<file path="src/hw/rtl/adk_pkg.sv">
`default_nettype none

package adk_pkg;

  localparam int IDLE_AVERAGE_COUNT = 100;
  localparam int NUM_KEYS           = 6;
  localparam int LEVEL_COUNT        = 6;

  localparam int MV_W       = 12;
  localparam int TOL_W      = 10;
  localparam int TICK_W     = 10;
  localparam int MS_W       = 16;
  localparam int KEY_W      = 3;
  localparam int KIND_W     = 2;
  localparam int CFG_IDX_W  = 3;
  localparam int CFG_DATA_W = 16;
  localparam int OFS_W      = 13;
  localparam int DIFF_W     = 15;

  localparam int CNT_W     = $clog2(IDLE_AVERAGE_COUNT + 1);
  localparam int SUM_W     = $clog2(IDLE_AVERAGE_COUNT * ((1 << MV_W) - 1) + 1);
  localparam int DIV_SHIFT = SUM_W + 7;
  localparam int RECIP     = ((1 << DIV_SHIFT) + IDLE_AVERAGE_COUNT - 1) / IDLE_AVERAGE_COUNT;
  localparam int RECIP_W   = DIV_SHIFT + 1;
  localparam int PROD_W    = SUM_W + RECIP_W;

  localparam int KQ_DEPTH = 2;
  localparam int KQ_PTR_W = $clog2(KQ_DEPTH);
  localparam int KQ_CNT_W = $clog2(KQ_DEPTH + 1);
  localparam int RQ_DEPTH = 4;
  localparam int RQ_PTR_W = $clog2(RQ_DEPTH);
  localparam int RQ_CNT_W = $clog2(RQ_DEPTH + 1);

  localparam logic [KEY_W-1:0] KEY_NONE     = 3'd0;
  localparam logic [KEY_W-1:0] NO_PRESS_KEY = 3'd6;

  localparam logic [KIND_W-1:0] EV_PRESS   = 2'd0;
  localparam logic [KIND_W-1:0] EV_RELEASE = 2'd1;
  localparam logic [KIND_W-1:0] EV_SHORT   = 2'd2;
  localparam logic [KIND_W-1:0] EV_LONG    = 2'd3;

  localparam logic [CFG_IDX_W-1:0] CFG_IDLE_LOW    = 3'd0;
  localparam logic [CFG_IDX_W-1:0] CFG_IDLE_HIGH   = 3'd1;
  localparam logic [CFG_IDX_W-1:0] CFG_IDLE_NOM    = 3'd2;
  localparam logic [CFG_IDX_W-1:0] CFG_TOLERANCE   = 3'd3;
  localparam logic [CFG_IDX_W-1:0] CFG_TICK        = 3'd4;
  localparam logic [CFG_IDX_W-1:0] CFG_SHORT_LIMIT = 3'd5;
  localparam logic [CFG_IDX_W-1:0] CFG_LONG_LIMIT  = 3'd6;

  localparam logic [MV_W-1:0]   RST_IDLE_LOW    = 12'd2080;
  localparam logic [MV_W-1:0]   RST_IDLE_HIGH   = 12'd2400;
  localparam logic [MV_W-1:0]   RST_IDLE_NOM    = 12'd2221;
  localparam logic [TOL_W-1:0]  RST_TOLERANCE   = 10'd50;
  localparam logic [TICK_W-1:0] RST_TICK        = 10'd30;
  localparam logic [MS_W-1:0]   RST_SHORT_LIMIT = 16'd800;
  localparam logic [MS_W-1:0]   RST_LONG_LIMIT  = 16'd1000;

  localparam logic [MV_W-1:0] KEY_LEVEL [LEVEL_COUNT] = '{
    12'd189, 12'd521, 12'd827, 12'd1126, 12'd1437, 12'd1746
  };

  typedef struct packed {
    logic [MV_W-1:0]   idle_low_mv;
    logic [MV_W-1:0]   idle_high_mv;
    logic [MV_W-1:0]   idle_nominal_mv;
    logic [TOL_W-1:0]  match_tolerance_mv;
    logic [TICK_W-1:0] tick_ms;
    logic [MS_W-1:0]   short_limit_ms;
    logic [MS_W-1:0]   long_limit_ms;
  } cfg_t;

  typedef struct packed {
    logic [KEY_W-1:0]  key;
    logic [KIND_W-1:0] kind;
    logic              last;
  } res_t;

endpackage

`default_nettype wire

</file>
<file path="src/hw/rtl/adk_front.sv">
`default_nettype none

module adk_front import adk_pkg::*; (
  input  logic             clk,
  input  logic             rst,
  input  cfg_t             cfg,
  input  logic             push,
  output logic             full,
  input  logic [MV_W-1:0]  sample_mv,
  input  logic             kq_full,
  output logic             kq_push,
  output logic [KEY_W-1:0] kq_key
);

  localparam logic [1:0] ST_IDLE = 2'd0;
  localparam logic [1:0] ST_MUL  = 2'd1;
  localparam logic [1:0] ST_SUB  = 2'd2;

  logic [1:0]              state;
  logic [SUM_W-1:0]        idle_sum;
  logic [CNT_W-1:0]        idle_count;
  logic signed [OFS_W-1:0] level_offset;
  logic [SUM_W-1:0]        div_sum;
  logic [PROD_W-1:0]       div_prod;

  logic                     accept;
  logic                     is_idle;
  logic [CNT_W-1:0]         count_inc;
  logic [SUM_W-1:0]         sum_inc;
  logic                     block_done;
  logic [MV_W-1:0]          avg;
  logic signed [OFS_W-1:0]  offset_next;
  logic signed [DIFF_W-1:0] ofs_x;
  logic signed [DIFF_W-1:0] tol_s;
  logic signed [DIFF_W-1:0] diff [LEVEL_COUNT];
  logic [LEVEL_COUNT-1:0]   win;
  logic [KEY_W-1:0]         hit;

  assign full       = (state != ST_IDLE) || kq_full;
  assign accept     = push && !full;
  assign is_idle    = (sample_mv >= cfg.idle_low_mv) && (sample_mv <= cfg.idle_high_mv);
  assign count_inc  = idle_count + CNT_W'(1);
  assign sum_inc    = idle_sum + SUM_W'(sample_mv);
  assign block_done = (count_inc == CNT_W'(IDLE_AVERAGE_COUNT));
  assign avg        = div_prod[DIV_SHIFT +: MV_W];
  assign offset_next = $signed({1'b0, avg}) - $signed({1'b0, cfg.idle_nominal_mv});
  assign ofs_x      = DIFF_W'(level_offset);
  assign tol_s      = $signed({{(DIFF_W-TOL_W){1'b0}}, cfg.match_tolerance_mv});

  always_comb begin
    for (int k = 0; k < LEVEL_COUNT; k++) begin
      diff[k] = $signed({{(DIFF_W-MV_W){1'b0}}, sample_mv})
              - $signed({{(DIFF_W-MV_W){1'b0}}, KEY_LEVEL[k]}) - ofs_x;
      win[k]  = (diff[k] >= -tol_s) && (diff[k] <= tol_s);
    end
  end

  // lowest matching key wins
  always_comb begin
    hit = KEY_NONE;
    for (int k = LEVEL_COUNT - 1; k >= 0; k--) begin
      if (k < NUM_KEYS && win[k]) begin
        hit = KEY_W'(k + 1);
      end
    end
  end

  assign kq_push = accept && (is_idle || (hit != KEY_NONE));
  assign kq_key  = is_idle ? KEY_NONE : hit;

  always_ff @(posedge clk) begin
    if (rst) begin
      state        <= ST_IDLE;
      idle_sum     <= '0;
      idle_count   <= '0;
      level_offset <= '0;
    end else begin
      unique case (state)
        ST_IDLE: begin
          if (accept && is_idle) begin
            if (block_done) begin
              idle_sum   <= '0;
              idle_count <= '0;
              state      <= ST_MUL;
            end else begin
              idle_sum   <= sum_inc;
              idle_count <= count_inc;
            end
          end
        end
        ST_MUL: state <= ST_SUB;
        ST_SUB: begin
          level_offset <= offset_next;
          state        <= ST_IDLE;
        end
        default: state <= ST_IDLE;
      endcase
    end
  end

  // block average by reciprocal multiply
  always_ff @(posedge clk) begin
    if (accept && is_idle && block_done) begin
      div_sum <= sum_inc;
    end
    if (state == ST_MUL) begin
      div_prod <= PROD_W'(div_sum) * PROD_W'(RECIP_W'(RECIP));
    end
  end

endmodule

`default_nettype wire

</file>
<file path="src/hw/rtl/adk_key_queue.sv">
`default_nettype none

module adk_key_queue import adk_pkg::*; (
  input  logic             clk,
  input  logic             rst,
  input  logic             push,
  input  logic [KEY_W-1:0] push_key,
  output logic             full,
  output logic             valid,
  output logic [KEY_W-1:0] key,
  input  logic             pop
);

  logic [KEY_W-1:0]    mem [KQ_DEPTH];
  logic [KQ_PTR_W-1:0] wr_ptr;
  logic [KQ_PTR_W-1:0] rd_ptr;
  logic [KQ_CNT_W-1:0] count;
  logic                do_push;
  logic                do_pop;

  assign full    = (count == KQ_CNT_W'(KQ_DEPTH));
  assign valid   = (count != '0);
  assign key     = mem[rd_ptr];
  assign do_push = push && !full;
  assign do_pop  = pop && valid;

  always_ff @(posedge clk) begin
    if (rst) begin
      wr_ptr <= '0;
      rd_ptr <= '0;
      count  <= '0;
    end else begin
      if (do_push) begin
        wr_ptr <= wr_ptr + KQ_PTR_W'(1);
      end
      if (do_pop) begin
        rd_ptr <= rd_ptr + KQ_PTR_W'(1);
      end
      count <= count + KQ_CNT_W'(do_push) - KQ_CNT_W'(do_pop);
    end
  end

  always_ff @(posedge clk) begin
    if (do_push) begin
      mem[wr_ptr] <= push_key;
    end
  end

endmodule

`default_nettype wire

</file>
<file path="src/hw/rtl/adk_back.sv">
`default_nettype none

module adk_back import adk_pkg::*; (
  input  logic              clk,
  input  logic              rst,
  input  cfg_t              cfg,
  input  logic              kq_valid,
  input  logic [KEY_W-1:0]  kq_key,
  output logic              kq_pop,
  input  logic              pop,
  output logic              empty,
  output logic [KEY_W-1:0]  key_index,
  output logic [KIND_W-1:0] event_kind,
  output logic              last_event
);

  logic [KEY_W-1:0] previous_key;
  logic [MS_W-1:0]  hold_time_ms;
  logic             long_reported;

  res_t                rq [RQ_DEPTH];
  logic [RQ_PTR_W-1:0] wr_ptr;
  logic [RQ_PTR_W-1:0] rd_ptr;
  logic [RQ_CNT_W-1:0] count;

  logic [MS_W:0]       hold_sum;
  logic [MS_W-1:0]     hold_sat;
  logic [MS_W-1:0]     hold_time_next;
  logic [KEY_W-1:0]    previous_key_next;
  logic                long_reported_next;
  logic [1:0]          n_ev;
  res_t                ev0;
  res_t                ev1;
  logic                do_pop;
  logic [RQ_PTR_W-1:0] wr_ptr_1;

  assign kq_pop   = kq_valid && (count <= RQ_CNT_W'(RQ_DEPTH - 2));
  assign do_pop   = pop && !empty;
  assign empty    = (count == '0);
  assign key_index  = rq[rd_ptr].key;
  assign event_kind = rq[rd_ptr].kind;
  assign last_event = rq[rd_ptr].last;
  assign hold_sum = {1'b0, hold_time_ms} + (MS_W+1)'(cfg.tick_ms);
  assign hold_sat = hold_sum[MS_W] ? '1 : hold_sum[MS_W-1:0];
  assign wr_ptr_1 = wr_ptr + RQ_PTR_W'(1);

  always_comb begin
    hold_time_next     = hold_sat;
    previous_key_next  = previous_key;
    long_reported_next = long_reported;
    n_ev               = 2'd0;
    ev0                = '{key: previous_key, kind: EV_LONG, last: 1'b1};
    ev1                = '{key: previous_key, kind: EV_LONG, last: 1'b1};
    if (kq_key == previous_key) begin
      if (kq_key != KEY_NONE && hold_sat >= cfg.long_limit_ms && !long_reported) begin
        n_ev               = 2'd1;
        long_reported_next = 1'b1;
      end
    end else begin
      if (kq_key == KEY_NONE) begin
        ev0.kind = EV_RELEASE;
        n_ev     = 2'd1;
        if (hold_sat <= cfg.short_limit_ms) begin
          ev1.kind = EV_SHORT;
          n_ev     = 2'd2;
        end else if (hold_sat >= cfg.long_limit_ms && !long_reported) begin
          ev1.kind = EV_LONG;
          n_ev     = 2'd2;
        end
        long_reported_next = 1'b0;
      end else if (kq_key != NO_PRESS_KEY) begin
        ev0.key  = kq_key;
        ev0.kind = EV_PRESS;
        n_ev     = 2'd1;
      end
      hold_time_next    = '0;
      previous_key_next = kq_key;
    end
    ev0.last = (n_ev == 2'd1);
  end

  always_ff @(posedge clk) begin
    if (rst) begin
      previous_key  <= KEY_NONE;
      hold_time_ms  <= '0;
      long_reported <= 1'b0;
      wr_ptr        <= '0;
      rd_ptr        <= '0;
      count         <= '0;
    end else begin
      if (kq_pop) begin
        previous_key  <= previous_key_next;
        hold_time_ms  <= hold_time_next;
        long_reported <= long_reported_next;
        wr_ptr        <= wr_ptr + RQ_PTR_W'(n_ev);
      end
      if (do_pop) begin
        rd_ptr <= rd_ptr + RQ_PTR_W'(1);
      end
      count <= count + (kq_pop ? RQ_CNT_W'(n_ev) : '0) - RQ_CNT_W'(do_pop);
    end
  end

  always_ff @(posedge clk) begin
    if (kq_pop && n_ev != 2'd0) begin
      rq[wr_ptr] <= ev0;
    end
    if (kq_pop && n_ev == 2'd2) begin
      rq[wr_ptr_1] <= ev1;
    end
  end

endmodule

`default_nettype wire

</file>
<file path="src/hw/rtl/adc_ladder_key_decoder.sv">
`default_nettype none

// Resistor-ladder keypad decoder. Push one ADC sample (mV) per transaction; idle-window
// samples are averaged in blocks of 100 to track a level offset, other samples are matched
// to keys 1..6, and press, release, short-tap and long-press events come out of the result
// queue, one per pop, with last_event set on the final event of a sample. Unmatched samples
// are dropped silently. A sample is taken every cycle while results are drained; full also
// rises when undrained results fill the internal queues, and the sample that completes a
// block of idle samples keeps full high while the block average goes through the
// reciprocal multiplier and the offset subtract. Results are registered in the key queue
// and then the result queue and drain one per cycle, so a sample that makes two events
// fills two result queue entries. Configuration is written through cfg_valid, cfg_index
// and cfg_data, which is always ready; write it only while the block is quiet.
module adc_ladder_key_decoder import adk_pkg::*; (
  input  logic                  clk,
  input  logic                  rst,
  input  logic                  push,
  output logic                  full,
  input  logic [MV_W-1:0]       sample_mv,
  output logic                  empty,
  input  logic                  pop,
  output logic [KEY_W-1:0]      key_index,
  output logic [KIND_W-1:0]     event_kind,
  output logic                  last_event,
  input  logic                  cfg_valid,
  output logic                  cfg_ready,
  input  logic [CFG_IDX_W-1:0]  cfg_index,
  input  logic [CFG_DATA_W-1:0] cfg_data
);

  cfg_t             cfg;
  logic             kq_push;
  logic [KEY_W-1:0] kq_push_key;
  logic             kq_full;
  logic             kq_valid;
  logic [KEY_W-1:0] kq_key;
  logic             kq_pop;

  assign cfg_ready = 1'b1;

  always_ff @(posedge clk) begin
    if (rst) begin
      cfg.idle_low_mv        <= RST_IDLE_LOW;
      cfg.idle_high_mv       <= RST_IDLE_HIGH;
      cfg.idle_nominal_mv    <= RST_IDLE_NOM;
      cfg.match_tolerance_mv <= RST_TOLERANCE;
      cfg.tick_ms            <= RST_TICK;
      cfg.short_limit_ms     <= RST_SHORT_LIMIT;
      cfg.long_limit_ms      <= RST_LONG_LIMIT;
    end else if (cfg_valid && cfg_ready) begin
      unique case (cfg_index)
        CFG_IDLE_LOW:    cfg.idle_low_mv        <= cfg_data[MV_W-1:0];
        CFG_IDLE_HIGH:   cfg.idle_high_mv       <= cfg_data[MV_W-1:0];
        CFG_IDLE_NOM:    cfg.idle_nominal_mv    <= cfg_data[MV_W-1:0];
        CFG_TOLERANCE:   cfg.match_tolerance_mv <= cfg_data[TOL_W-1:0];
        CFG_TICK:        cfg.tick_ms            <= cfg_data[TICK_W-1:0];
        CFG_SHORT_LIMIT: cfg.short_limit_ms     <= cfg_data[MS_W-1:0];
        CFG_LONG_LIMIT:  cfg.long_limit_ms      <= cfg_data[MS_W-1:0];
        default: ;
      endcase
    end
  end

  adk_front u_front (
    .clk       (clk),
    .rst       (rst),
    .cfg       (cfg),
    .push      (push),
    .full      (full),
    .sample_mv (sample_mv),
    .kq_full   (kq_full),
    .kq_push   (kq_push),
    .kq_key    (kq_push_key)
  );

  adk_key_queue u_key_queue (
    .clk      (clk),
    .rst      (rst),
    .push     (kq_push),
    .push_key (kq_push_key),
    .full     (kq_full),
    .valid    (kq_valid),
    .key      (kq_key),
    .pop      (kq_pop)
  );

  adk_back u_back (
    .clk        (clk),
    .rst        (rst),
    .cfg        (cfg),
    .kq_valid   (kq_valid),
    .kq_key     (kq_key),
    .kq_pop     (kq_pop),
    .pop        (pop),
    .empty      (empty),
    .key_index  (key_index),
    .event_kind (event_kind),
    .last_event (last_event)
  );

endmodule

`default_nettype wire
</file>
<file path="config.mk">
export PLATFORM = sky130hd
export DESIGN_NAME = adc_ladder_key_decoder
export DESIGN_NICKNAME = d
export VERILOG_FILES = /design/src/hw/rtl/adk_pkg.sv /design/src/hw/rtl/adk_front.sv /design/src/hw/rtl/adk_key_queue.sv /design/src/hw/rtl/adk_back.sv /design/src/hw/rtl/adc_ladder_key_decoder.sv
export SDC_FILE = /design/constraint.sdc
export NUM_CORES = 1
export LEC_CHECK = 0
export BUFFER_PORTS_ARGS = -buffer_cell sky130_fd_sc_hd__clkbuf_2
export CAP_MARGIN = 40
export CORE_MARGIN = 2
export CORE_UTILIZATION = 50
export CTS_CLUSTER_DIAMETER = 150
export DETAILED_ROUTE_END_ITERATION = 8
export PLACE_DENSITY = 0.66
export SYNTH_ARGS = -nofsm -noshare
export SYNTH_HDL_FRONTEND = slang
export SYNTH_HIERARCHICAL = 1
export SYNTH_SLANG_ARGS = --single-unit
</file>
<file path="constraint.sdc">
create_clock -name clk -period 6.9 [get_ports clk]
set_input_delay 0 -clock clk [delete_from_list [all_inputs] [get_ports clk]]
set_output_delay 0 -clock clk [all_outputs]
set_load 0.02 [all_outputs]
</file>
==> results of run 1 <==
-- cell families after synthesis --
group	Yosys count	share of synthesized area
mux	105	0.0449
compound gates	570	0.148
other cells	1	0.000148
flops	224	0.198
simple gates	802	0.161
buf+inv	423	0.0641
xor+xnor	154	0.0532
fa+ha+maj	591	0.331
-- worst max-delay path by stage --
stage / end / cells past startpoint
floorplan: u_front/div_prod[37]$_DFFE_PN_ / 18
global placement: u_front/div_prod[37]$_DFFE_PN_ / 20
detailed placement: u_front/div_prod[37]$_DFFE_PN_ / 20
CTS: u_front/div_prod[37]$_DFFE_PN_ / 20
global route: u_front/div_prod[37]$_DFFE_PN_ / 20
finish: u_front/div_prod[37]$_DFFE_PN_ / 20
-- registers in the layout (all words and copies together) (netlist names), 6 cells and up, named ones only --
name                  count
u_front/idle_count        7
u_key_queue/mem           6
u_front/div_sum          19
cfg                      88
u_back/hold_time_ms      16
u_front/div_prod         12
u_back/rq                24
u_front/level_offset     13
u_front/idle_sum         19
-- report_power, final --
group | internal [mW] | switching, mW
Combinational | 0.794 | 1.20
Clock | 0.746 | 0.541
Sequential | 1.46 | 0.0782
-- placed cells by master (no fill, tap or decap), types with 20 or more instances in the layout --
cell type / n
a21o_1: 43
a31oi_1: 22
ha_1: 459
xor2_1: 51
xnor2_1: 103
o21ai_0: 105
nand2_1: 151
edfxtp_1: 53
dfxtp_1: 171
or3_1: 25
clkbuf_16: 25
nand4_1: 41
a211oi_1: 26
nor3_1: 61
nor2_1: 206
nor2b_1: 36
inv_1: 348
clkbuf_2: 42
and3_1: 20
o21a_1: 29
nand3_1: 67
nand2b_1: 107
a21oi_1: 176
fa_1: 132
mux2i_1: 92
buf_4: 32
-- layer usage --
metal | share of wire | vias up | wire length (µm)
li1 | - | 10200 | -
met5 | 0 | - | 0
met2 | 0.44 | 594 | 31300
met3 | 0.057 | 158 | 4080
met1 | 0.46 | 10100 | 32600
met4 | 0.044 | 0 | 3120
-- stage by stage --
stage	area (µm²)	util	hold WS [ns]	worst slack, ns	power [mW]
final	27300	0.545	0.0240	0.555	4.82
after global routing	27300	0.545	0.0522	0.197	5.12
after CTS	27300	0.545	0.0109	0.274	4.81
after detailed placement	26400	0.526	0.287	0.291	3.50
after global placement	26300	0.526	0.258	0.482	3.43
after floorplan	25300	-	0.0691	1.12	3.00
-- tightest hold or removal path, stage by stage --
cell and delay, ns:
clkbuf_2 0.14, nand4bb_1 0.25, mux2i_1 0.10
-- what timing repair did --
action / in CTS / in global routing
resized for setup: 0 / 1
endpoints found under the hold margin: 73 / 0
setup endpoints to repair: 0 / 1
hold buffers: 18 / 0
-- final cells by class --
class | instances | area, µm² | share of cell area
Clock buffer | 33 | 666 | 0.0244
Clock inverter | 10 | 97.6 | 0.00357
Inverter | 351 | 1320 | 0.0482
Multi-Input combinational cell | 2223 | 18700 | 0.685
Sequential cell | 224 | 5010 | 0.184
Tap cell | 672 | 841 | 0.0308
Timing Repair Buffer | 94 | 653 | 0.0239
==> impl_summary.md, run 1 <==
Synthesis
The distinct cell type count after synthesis is between 90 and 100. After synthesis, the cell types taking the most area are ha_1 23%, dfxtp_1 14%, fa_1 10%. The share of synthesized area in the top cell type comes to 0.227. In this run, synthesis produced a sequential element count of about 220. The most common flop cell mapped by yosys is dfxtp_1. Counting flops with a built-in enable in the synthesized netlist gives 53. After technology mapping, the gate count stands at 2870.

Counting every net in the synthesized netlist gives 3497. Yosys instantiated no cell more often than ha_1. The post-synthesis async set-or-reset flop share is 0. The mapped cell area is roughly 25000 µm².

Averaged over all synthesized cells, the footprint is approximately 8.8 µm². During synthesis, Yosys emitted a total of 6 warnings. The sequential cell area fraction in the yosys report is 0.198. After synthesis, the most frequently instantiated cells are 459 x ha_1, 348 x inv_1, 206 x nor2_1. ha_1 takes more of the synthesized area than any other cell.

Timing
Adding up every negative setup slack in the final design gives 0 ns. The worst path in the final design needs a cycle of 6.35 ns, including I/O delays and setup. The total of endpoints with negative setup slack in the final report is 0.

Setup repair after global routing left no endpoint under its margin. The final max-slew violation count is 0. The clock arrives with roughly 0.015 ns of skew. Derived from the worst setup path, the maximum achievable clock frequency is 0.158 GHz.

The final critical-path share of the clock period is 0.920. For the pin with the worst max-slew slack, the measured transition is between 0.9 and 1 ns. The worst slew margin relative to its limit is 0.349. The hold violation total from the final report is 0.

Global routing
Entering global routing, the biggest net connects ~80 pins. In the global route stage, met1 resource usage came out at 0.371. Across every metal layer, demand over resource in global routing totals 0.269. The number of antenna violations at the first check in global routing is 0. After global routing, the most crowded layer is met2. The met2 layer usage reported by global route is 0.425. The number of global-route vias before repair came to 20800. The first global-routing pass estimated around 110000 µm of wire.

The total congestion overflow is 0. The met3 track demand over resource in global routing is 0.0385.

Worst setup path
At the worst endpoint, the arrival time is between 6 and 7 ns. The origin of the worst setup path is u_front/div_sum[2]$_DFFE_PP_. The critical path endpoint category is a flip-flop. For flop-to-flop paths, the worst setup slack is 0.55 ns. Among the stages of the critical path, the cell type that occurs most often is fa_1.

STA classifies the critical path startpoint as a flip-flop. The reg-to-reg startpoint is u_front/div_sum[2]$_DFFE_PP_. On the critical path, the stage with the largest delay is an instance of fa_1. The gate family responsible for the most delay along the worst path is adder cells. In this design, the stage delay of the slowest critical-path cell is between 0.6 and 0.7 ns. The top fanout value on the critical path is 8. The required time of the critical path is between 7 and 8 ns. Walking the worst path, the cells encountered are fa_1 -> inv_1 -> fa_1 -> inv_1 -> fa_1 -> inv_1 -> fa_1 -> inv_1 -> fa_1 -> fa_1 -> ha_1 -> a21oi_1 -> o21ai_0 -> a211o_1 -> a41oi_2 -> o21ai_0 -> a41o_1 -> nor4_1 -> nor3_1 -> xnor2_1. In this run the critical register-to-register path is captured at u_front/div_prod[37]$_DFFE_PN_. For the worst flop-to-flop path, the logic depth is 20. The setup path with the least slack is of type reg2reg. The worst path buffer plus inverter count is 4.

Clock network
Clock latency on the worst-skew pair, taken at its later pin, is roughly 0.54 ns. The tree is rooted in a clkbuf_16. The clock transition at the register clock pins on the worst setup and hold paths after CTS is ~0.06 ns. TritonCTS created 24 clock buffers.

The level count of the clock H-tree is 1. The number of setup buffers added after CTS is 0. The longest clock path from root to sink contains 3 buffers.

TritonCTS built the clock tree. Clock tree synthesis found a total of 224 sinks.

Min path
The type of the tightest min-delay check is in2reg. The cell count of the worst hold path is 3. The startpoint of the worst hold path is cfg_index[2]. For hold timing, the worst endpoint is cfg[35]$_SDFFE_PP1P_.

Placed design
The final weighted congestion in routability-driven placement is ~0.97. The cell count after placement is approximately 3500. The HPWL reported at the end of detailed placement is about 57000 µm. The number of port buffers is 43.

Floorplan
The number of cell rows is 82. Measured along the x axis, the die boundary spans approximately 230 µm. The die is ~230 µm tall. The core outline area is ~50000 µm². The die covers between 50000 and 60000 µm². For this design the top-level I/O count stands at 45. The initial utilization of the core area, before any placement, comes to 0.506.

Detailed routing
Before antenna repair, the detailed router went through 6 iterations. The average wire per standard cell is around 20 µm. The final wirelength is around 71000 µm. The routed layout has approximately 21000 vias. For this run, design rule violations remaining after detail routing come to 0. The remaining antenna violation count is 0.

In this run, the number of DRC markers left after iteration 0 of detailed routing was roughly 1500. Using the TritonRoute via totals, the vias-per-cell ratio works out to roughly 5.8.

Finish
The antenna diode instance count is 0. The count of cells in the finished layout, fillers not included, comes to about 3600. The fill cell total of the finished layout is between 4000 and 5000. In the final design database the tool counted around 3500 nets. The share of cells above drive strength 1 is 0.0528. The layout overhead on the synthesized area is 7.75%.

Power and ir drop
The maximum VDD drop is 0.201 mV. The power per cell area is about 180 nW/µm². The leakage power is 12.6 nW.

Outcome
The flow ran to the end, and the final reports show no timing, DRC or antenna violations.

Flow run
The max-capacitance violation count is 0.
Power figures use the tool's default switching activity.
==> run 2, diff against run 1 <==
--- a/config.mk
+++ b/config.mk
@@ -11,6 +11,7 @@
 export CORE_UTILIZATION = 50
 export CTS_CLUSTER_DIAMETER = 150
 export DETAILED_ROUTE_END_ITERATION = 8
+export HOLD_SLACK_MARGIN = 0.12
 export PLACE_DENSITY = 0.66
 export SYNTH_ARGS = -nofsm -noshare
 export SYNTH_HDL_FRONTEND = slang
==> run 2 against run 1 <==
Sequential share of layout area is 0.087 points lower. Highest routed layer unchanged. Cell count increased by 0.36%. Global-route usage is 0.080 points higher. Maximum frequency decreased by 1.8%. Clock-buffer cell count did not move.
==> impl_summary.md, run 2 (synthesis results as in run 1) <==
Outcome
The flow ran to the end, and the final reports show no timing, DRC or antenna violations.

Finish
In the final layout, the registers with the most flip-flops are cfg x88, u_back/rq x24. Leaving out fill and tap cells, the most frequent cells in the layout are 459 x ha_1, 348 x inv_1, 206 x nor2_1. The final standard cell area without fillers is 27400 µm² (+0.48%). The layout overhead on the synthesized area is 8.26%.

The share of cells above drive strength 1 was 0.0526 (-0.000233). The antenna diode instance count came to 0 (unchanged). The layout net count came to 3558 (+0.37%). The most common cell after layout, fill and taps aside is ha_1. The number of flip-flops in the largest register came to 88 (unchanged). Ranked by flip-flop count, first place goes to cfg.

Clock network
The root buffer cell chosen for the clock tree is clkbuf_16. The buffer count from post-CTS setup fixing is 0 (unchanged). The clock transition at the register clock pins on the worst setup and hold paths after CTS came to 0.06 ns (about the same). The clock buffer count from CTS was 24 (unchanged). The insertion delay to the later sink of the worst-skew pair came to 0.54 ns (about the same). The total number of clock tree sinks came to 224 (unchanged). The deepest clock path buffer count was 3 (unchanged). The level count of the clock H-tree is 1 (unchanged). TritonCTS built the clock tree.

Worst setup path
The setup slack of the worst register-to-register path is 0.55 ns (about the same). STA classifies the critical path endpoint as a flip-flop. The delay of the slowest critical-path stage is 0.64 ns (about the same).

The library cell contributing the largest single delay on the critical path is o311ai_0. The worst reg2reg path depth is 20 (unchanged). In this run the critical register-to-register path is launched from u_front/div_sum[2]$_DFFE_PP_.

The classification of the worst setup path is in2reg. The required time of the critical path is 7.29 ns (+0.11 ns). The top fanout value on the critical path was 7 (-1).

The kind of launch point of the worst setup path is a primary input. The destination of the worst register-to-register timing path is u_front/div_prod[37]$_DFFE_PN_. The cell repeated most along the worst path is ha_1.

The critical path data arrival time came to 6.86 ns (+0.24 ns).

Floorplan
The number of cell rows is 82 (unchanged). The top-level I/O count is 45 (unchanged). The floorplan die width is 229 µm (unchanged). The floorplan die area is 52500 µm² (unchanged).

The vertical die dimension is 229 µm (unchanged). The core outline area is 50100 µm² (unchanged). The initial core utilization was 0.506 (unchanged).

Min path
The path with the worst hold slack has its endpoint at u_front/div_sum[1]$_DFFE_PP_. The cell count of the worst hold path came to 4 (+1). The startpoint of the worst hold path is sample_mv[1]. The min-delay analysis places its worst path in the category in2reg.

Detailed routing
The average wire per standard cell is 19.7 µm (about the same). The iteration-0 DRC count of the detailed router is 1396 (-6.4%). The number of detailed-routing iterations run before antenna repair was 6 (unchanged). The via count of the routed design came to 21100 (+0.095%). The remaining antenna violation count was 0 (unchanged). The final wirelength is 71300 µm (+0.29%). The number of design rule violations left after detail routing was 0 (unchanged). The via-per-instance ratio is 5.83 (-0.26%).

Timing
Setup repair after global routing left no endpoint under its margin. The worst slew margin relative to its limit came to 0.338 (-0.0117). The clock skew after layout is 0.0167 ns (+0.00172 ns). The final period demand of the worst path is 6.46 ns (+0.119 ns).

The maximum frequency from static timing analysis is 0.155 GHz (-1.8%). The total of endpoints with negative setup slack in the final report is 0 (unchanged). The final sum of negative setup slack is 0 ns (unchanged).

The hold violation total from the final report is 0 (unchanged). The slew at the pin closest to its max-slew limit is 0.986 ns (+0.0173 ns). The final max-slew violation count was 0 (unchanged).

The final critical-path share of the clock period came to 0.937 (+0.0172).

Power and ir drop
The maximum VDD drop is 0.201 mV (+0.11%). The power per cell area was 176 nW/µm² (-0.42%). The leakage power is 12.7 nW (+0.44%).

Global routing
The wire length of the first global-routing pass was 113000 µm (+0.34%). The total congestion overflow came to 0 (unchanged). The number of antenna violations at the first check in global routing is 0 (unchanged). The total track usage was 0.269 (+0.000803). The number of global-route vias before repair was 20900 (+0.39%). The pin count of the biggest net entering global routing is 81 (unchanged).

Placed design
The final weighted congestion in routability-driven placement is 0.970 (unchanged). The number of port buffers is 43 (unchanged). The HPWL reported at the end of detailed placement is 56600 µm (unchanged). The instance area at placement came to 26400 µm² (unchanged).

Flow run
The max-capacitance violation count is 0 (unchanged).
-- run 2: cell types whose count changed in the layout (fill, tap and decap cells not counted) --
cell,previous run,this run
dlygate4sd3_1,18,31
-- run 2: layer usage --
layer / routed length, µm / global-route usage / share of wire
met1: 32600 / 0.371 / 0.46
met2: 31400 / 0.428 / 0.44
met3: 4150 / 0.0385 / 0.058
met4: 3120 / 0.102 / 0.044
met5: 0 / 0 / 0
-- run 2: power breakdown --
part	internal (mW)	leakage (nW)	switching [mW]	total, mW
clock	0.746	0.370	0.542	1.29
sequential	1.46	1.86	0.0782	1.54
combinational	0.797	10.5	1.20	2.00
total	3.00	12.7	1.82	4.82
-- run 2: area by class of cell --
class	count	area [µm²]
Clock buffer	33	666
Clock inverter	10	97.6
Fill cell	4645	22600
Inverter	351	1320
Multi-Input combinational cell	2223	18700
Sequential cell	224	5010
Tap cell	672	841
Timing Repair Buffer	107	783
-- run 2: worst max-delay path by stage --
stage,from,end,slack (ns),cells past startpoint
finish,sample_mv[0],u_key_queue/count[1]$_SDFF_PP0_,0.44,28
global route,sample_mv[0],u_key_queue/count[1]$_SDFF_PP0_,0.1,28
CTS,u_front/div_sum[2]$_DFFE_PP_,u_front/div_prod[37]$_DFFE_PN_,0.27,20
detailed placement,u_front/div_sum[2]$_DFFE_PP_,u_front/div_prod[37]$_DFFE_PN_,0.29,20
global placement,u_front/div_sum[1]$_DFFE_PP_,u_front/div_prod[37]$_DFFE_PN_,0.48,20
floorplan,u_front/div_sum[13]$_DFFE_PP_,u_front/div_prod[37]$_DFFE_PN_,1.12,18
-- run 2: timing repair --
action / in CTS / in global routing
endpoints found under the setup margin: 0 / 1
endpoints found under the hold margin: 96 / 0
resized for setup: 0 / 1
hold buffers: 31 / 0
-- run 2: worst max-delay path, delay by kind of cell --
| family | cells | cell delay [ns] |
|---|---|---|
| AO/OA/AOI/OAI | 10 | 2.90 |
| XOR/XNOR | 2 | 0.35 |
| adder cells (fa/ha/maj) | 5 | 1.41 |
| buffers and inverters | 4 | 1.05 |
| AND/OR/NAND/NOR | 7 | 1.15 |
-- run 2: per-stage QoR --
step | total power, mW | std cells | hold WS, ns | util | worst slack, ns
floorplan | 3.00 | 2870 | 0.0691 | - | 1.12
global placement | 3.43 | 3542 | 0.258 | 0.526 | 0.482
detailed placement | 3.50 | 3546 | 0.287 | 0.526 | 0.291
CTS | 4.82 | 3620 | 0.222 | 0.548 | 0.274
global route | 5.13 | 3620 | 0.278 | 0.548 | 0.0988
finish | 4.82 | 3620 | 0.263 | 0.548 | 0.436
==> run 3, diff against run 2 <==
--- a/config.mk
+++ b/config.mk
@@ -11,6 +11,7 @@
 export CORE_UTILIZATION = 50
 export CTS_CLUSTER_DIAMETER = 150
 export DETAILED_ROUTE_END_ITERATION = 8
+export GPL_TIMING_DRIVEN = 0
 export HOLD_SLACK_MARGIN = 0.12
 export PLACE_DENSITY = 0.66
 export SYNTH_ARGS = -nofsm -noshare
==> run 3 against run 2 <==
Cell count up 1.5%. Critical endpoint is now u_front/div_prod[37]$_DFFE_PN_. Total power down 0.31%. Die area unchanged. Largest power group unchanged. Worst setup slack worse by 0.085 ns. Critical path type is now reg2reg.
==> impl_summary.md, run 3 (synthesis results as in run 1) <==
Outcome
The run finished with clean final reports.

Clock network
The clock transition at the register clock pins on the worst setup and hold paths after CTS came to 0.06 ns (about the same). The level count of the clock H-tree came to 1 (unchanged). The root cell of the clock tree is clkbuf_16. The insertion delay to the later sink of the worst-skew pair is 0.55 ns (about the same). TritonCTS built the clock tree. The clock buffer count from CTS was 25 (+4.2%). The deepest clock path buffer count is 3 (unchanged).

The total number of clock tree sinks is 224 (unchanged).

Worst setup path
The critical path data arrival time is 6.82 ns (-0.04 ns). The kind of launch point of the worst setup path is a flip-flop. The setup path with the least slack is of type reg2reg. The required time of the critical path is 7.17 ns (-0.12 ns). The worst reg2reg path depth came to 18 (-10%). In this run the critical register-to-register path is launched from u_front/div_sum[13]$_DFFE_PP_. The top fanout value on the critical path is 6 (-1). The setup slack of the worst register-to-register path is 0.35 ns (-0.20 ns). In this run the critical register-to-register path is captured at u_front/div_prod[37]$_DFFE_PN_. STA classifies the critical path endpoint as a flip-flop.

Min path
The cell count of the worst hold path is 3 (-1). The terminating pin of the worst hold path is u_front/div_sum[10]$_DFFE_PP_. In this run the most critical hold path is launched from sample_mv[10]. In this run the worst hold path is classified as in2reg.

Power and ir drop
The power per cell area is 174 nW/µm² (-0.86%). The maximum VDD drop is 0.175 mV (-13%). The leakage power is 12.7 nW (+0.36%).

Timing
The final period demand of the worst path is 6.55 ns (+0.0846 ns). The final worst setup slack is 0.351 ns (-0.0846 ns). The slew at the pin closest to its max-slew limit is 0.919 ns (-0.0669 ns). The clock skew after layout was 0.0249 ns (+0.00816 ns).

The final max-slew violation count is 0 (unchanged). Setup repair after global routing left no endpoint under its margin. The worst slew margin relative to its limit is 0.383 (+0.0453). The final critical-path share of the clock period is 0.949 (+0.0123).

The total of endpoints with negative setup slack in the final report is 0 (unchanged). The final sum of negative setup slack was 0 ns (unchanged). The hold violation total from the final report is 0 (unchanged).

The maximum frequency from static timing analysis is 0.153 GHz (-1.3%).

Global routing
The total congestion overflow is 0 (unchanged). The pin count of the biggest net entering global routing is 20 (-75%). The wire length of the first global-routing pass is 114000 µm (+1.3%). The total track usage is 0.273 (+0.00391). The number of global-route vias before repair is 21300 (+2.1%). The number of antenna violations at the first check in global routing came to 0 (unchanged).

Finish
The number of flip-flops in the largest register came to 88 (unchanged). The number of cells in the finished layout apart from fillers was 3673 (+1.5%). The layout net count came to 3608 (+1.4%). The final standard cell area without fillers came to 27600 µm² (+0.55%). Leaving out fill and tap cells, the most frequent cells in the layout are 459 x ha_1, 348 x inv_1, 205 x nor2_1.

The share of cells above drive strength 1 is 0.0547 (+0.00209). The layout overhead on the synthesized area is 8.86%. The largest registers in the layout are cfg x88, u_back/rq x24. The register containing the most flip-flops in the final layout is cfg. The fill cell total of the finished layout is 4643 (-0.043%). Leaving out fill and tap cells, the most frequent cell in the layout is ha_1.

Floorplan
The top-level I/O count came to 45 (unchanged). The core outline area is 50100 µm² (unchanged). The floorplan die area is 52500 µm² (unchanged). The vertical die dimension is 229 µm (unchanged). The initial core utilization is 0.506 (unchanged).

The number of cell rows came to 82 (unchanged). The floorplan die width is 229 µm (unchanged).

Placed design
The HPWL reported at the end of detailed placement is 58100 µm (+2.7%). The pre-CTS setup slack is 0.0334 ns (-0.257 ns). The instance area at placement is 26600 µm² (+0.75%).

The number of port buffers came to 43 (unchanged). The cell count after placement is 3600 (+1.5%). The final weighted congestion in routability-driven placement came to 0.988 (+1.9%).

Detailed routing
The final wirelength came to 72100 µm (+1.1%). The remaining antenna violation count came to 0 (unchanged). The via-per-instance ratio is 5.82 (about the same). The number of design rule violations left after detail routing is 0 (unchanged). The iteration-0 DRC count of the detailed router came to 1518 (+8.7%). The via count of the routed design is 21400 (+1.4%).

The number of detailed-routing iterations run before antenna repair is 5 (-1). The average wire per standard cell is 19.6 µm (-0.33%).

Flow run
The max-capacitance violation count was 0 (unchanged).
-- run 3: cell count changes in the layout (fill, tap and decap cells not counted), sizes merged --
cell	change
bufinv	-2
clkbuf	+50
buf	+9
dlygate4sd3	-7
clkinvlp	+1
inv	+1
diode	+1
-- run 3: cell type report --
cell class	count	area, µm²	area share
sequential	224	5010	0.182
inverter	351	1320	0.0478
antenna	1	2.50	0.0000907
timing repair buffer	84	609	0.0221
tap	672	841	0.0305
buffer	72	307	0.0111
clock inverter	10	73.8	0.00268
multi-input combinational	2223	18700	0.679
clock buffer	36	687	0.0249
-- run 3: worst max-delay path by stage --
stage                                  startpoint                         endpoint  slack [ns]  depth (start not counted)
finish              u_front/div_sum[13]$_DFFE_PP_   u_front/div_prod[37]$_DFFE_PN_        0.35                         18
detailed placement                   sample_mv[2]  u_key_queue/count[1]$_SDFF_PP0_        0.03                         29
floorplan           u_front/div_sum[13]$_DFFE_PP_   u_front/div_prod[37]$_DFFE_PN_        1.12                         18
CTS                  u_front/div_sum[8]$_DFFE_PP_   u_front/div_prod[37]$_DFFE_PN_        0.15                         22
global placement                     sample_mv[2]  u_key_queue/count[1]$_SDFF_PP0_        0.17                         29
global route        u_front/div_sum[13]$_DFFE_PP_   u_front/div_prod[37]$_DFFE_PN_        0.12                         18
-- run 3: critical path: stages, from the launching register on --
cell	delay, ns
edfxtp_1	0.59
fa_1	0.72
inv_1	0.08
fa_1	0.49
inv_1	0.06
fa_1	0.50
fa_1	0.52
fa_1	0.51
fa_1	0.47
ha_1	0.23
a21oi_1	0.32
o21ai_0	0.15
a211o_1	0.30
a41oi_2	0.29
o21ai_0	0.24
a41o_1	0.33
nor4_1	0.20
nor3_1	0.11
xnor2_1	0.16
-- run 3: metrics by stage --
step / util / hold slack, ns / total power [mW]
floorplan: - / 0.0691 / 3.00
global placement: 0.527 / 0.278 / 3.44
detailed placement: 0.530 / 0.290 / 3.51
CTS: 0.550 / 0.198 / 4.78
global route: 0.551 / 0.230 / 5.12
finish: 0.551 / 0.226 / 4.81
-- run 3: metal layers --
metal	GRT usage	share of wire	vias to the layer above
li1	-	-	10300
met1	0.369	0.45	10200
met2	0.447	0.45	673
met3	0.0370	0.065	148
met4	0.0994	0.038	0
met5	0	0	-
-- run 3: power by group --
group	internal (mW)	switching, mW	total (mW)
clock network	0.699	0.554	1.25
registers	1.46	0.0599	1.52
logic	0.799	1.24	2.04
-- run 3: timing repair --
action                                  CTS  global route
endpoints found under the hold margin    98             0
endpoints found under the setup margin    0             3
setup buffers                             0             2
hold buffers                             24             0
gates resized for setup                   0             2
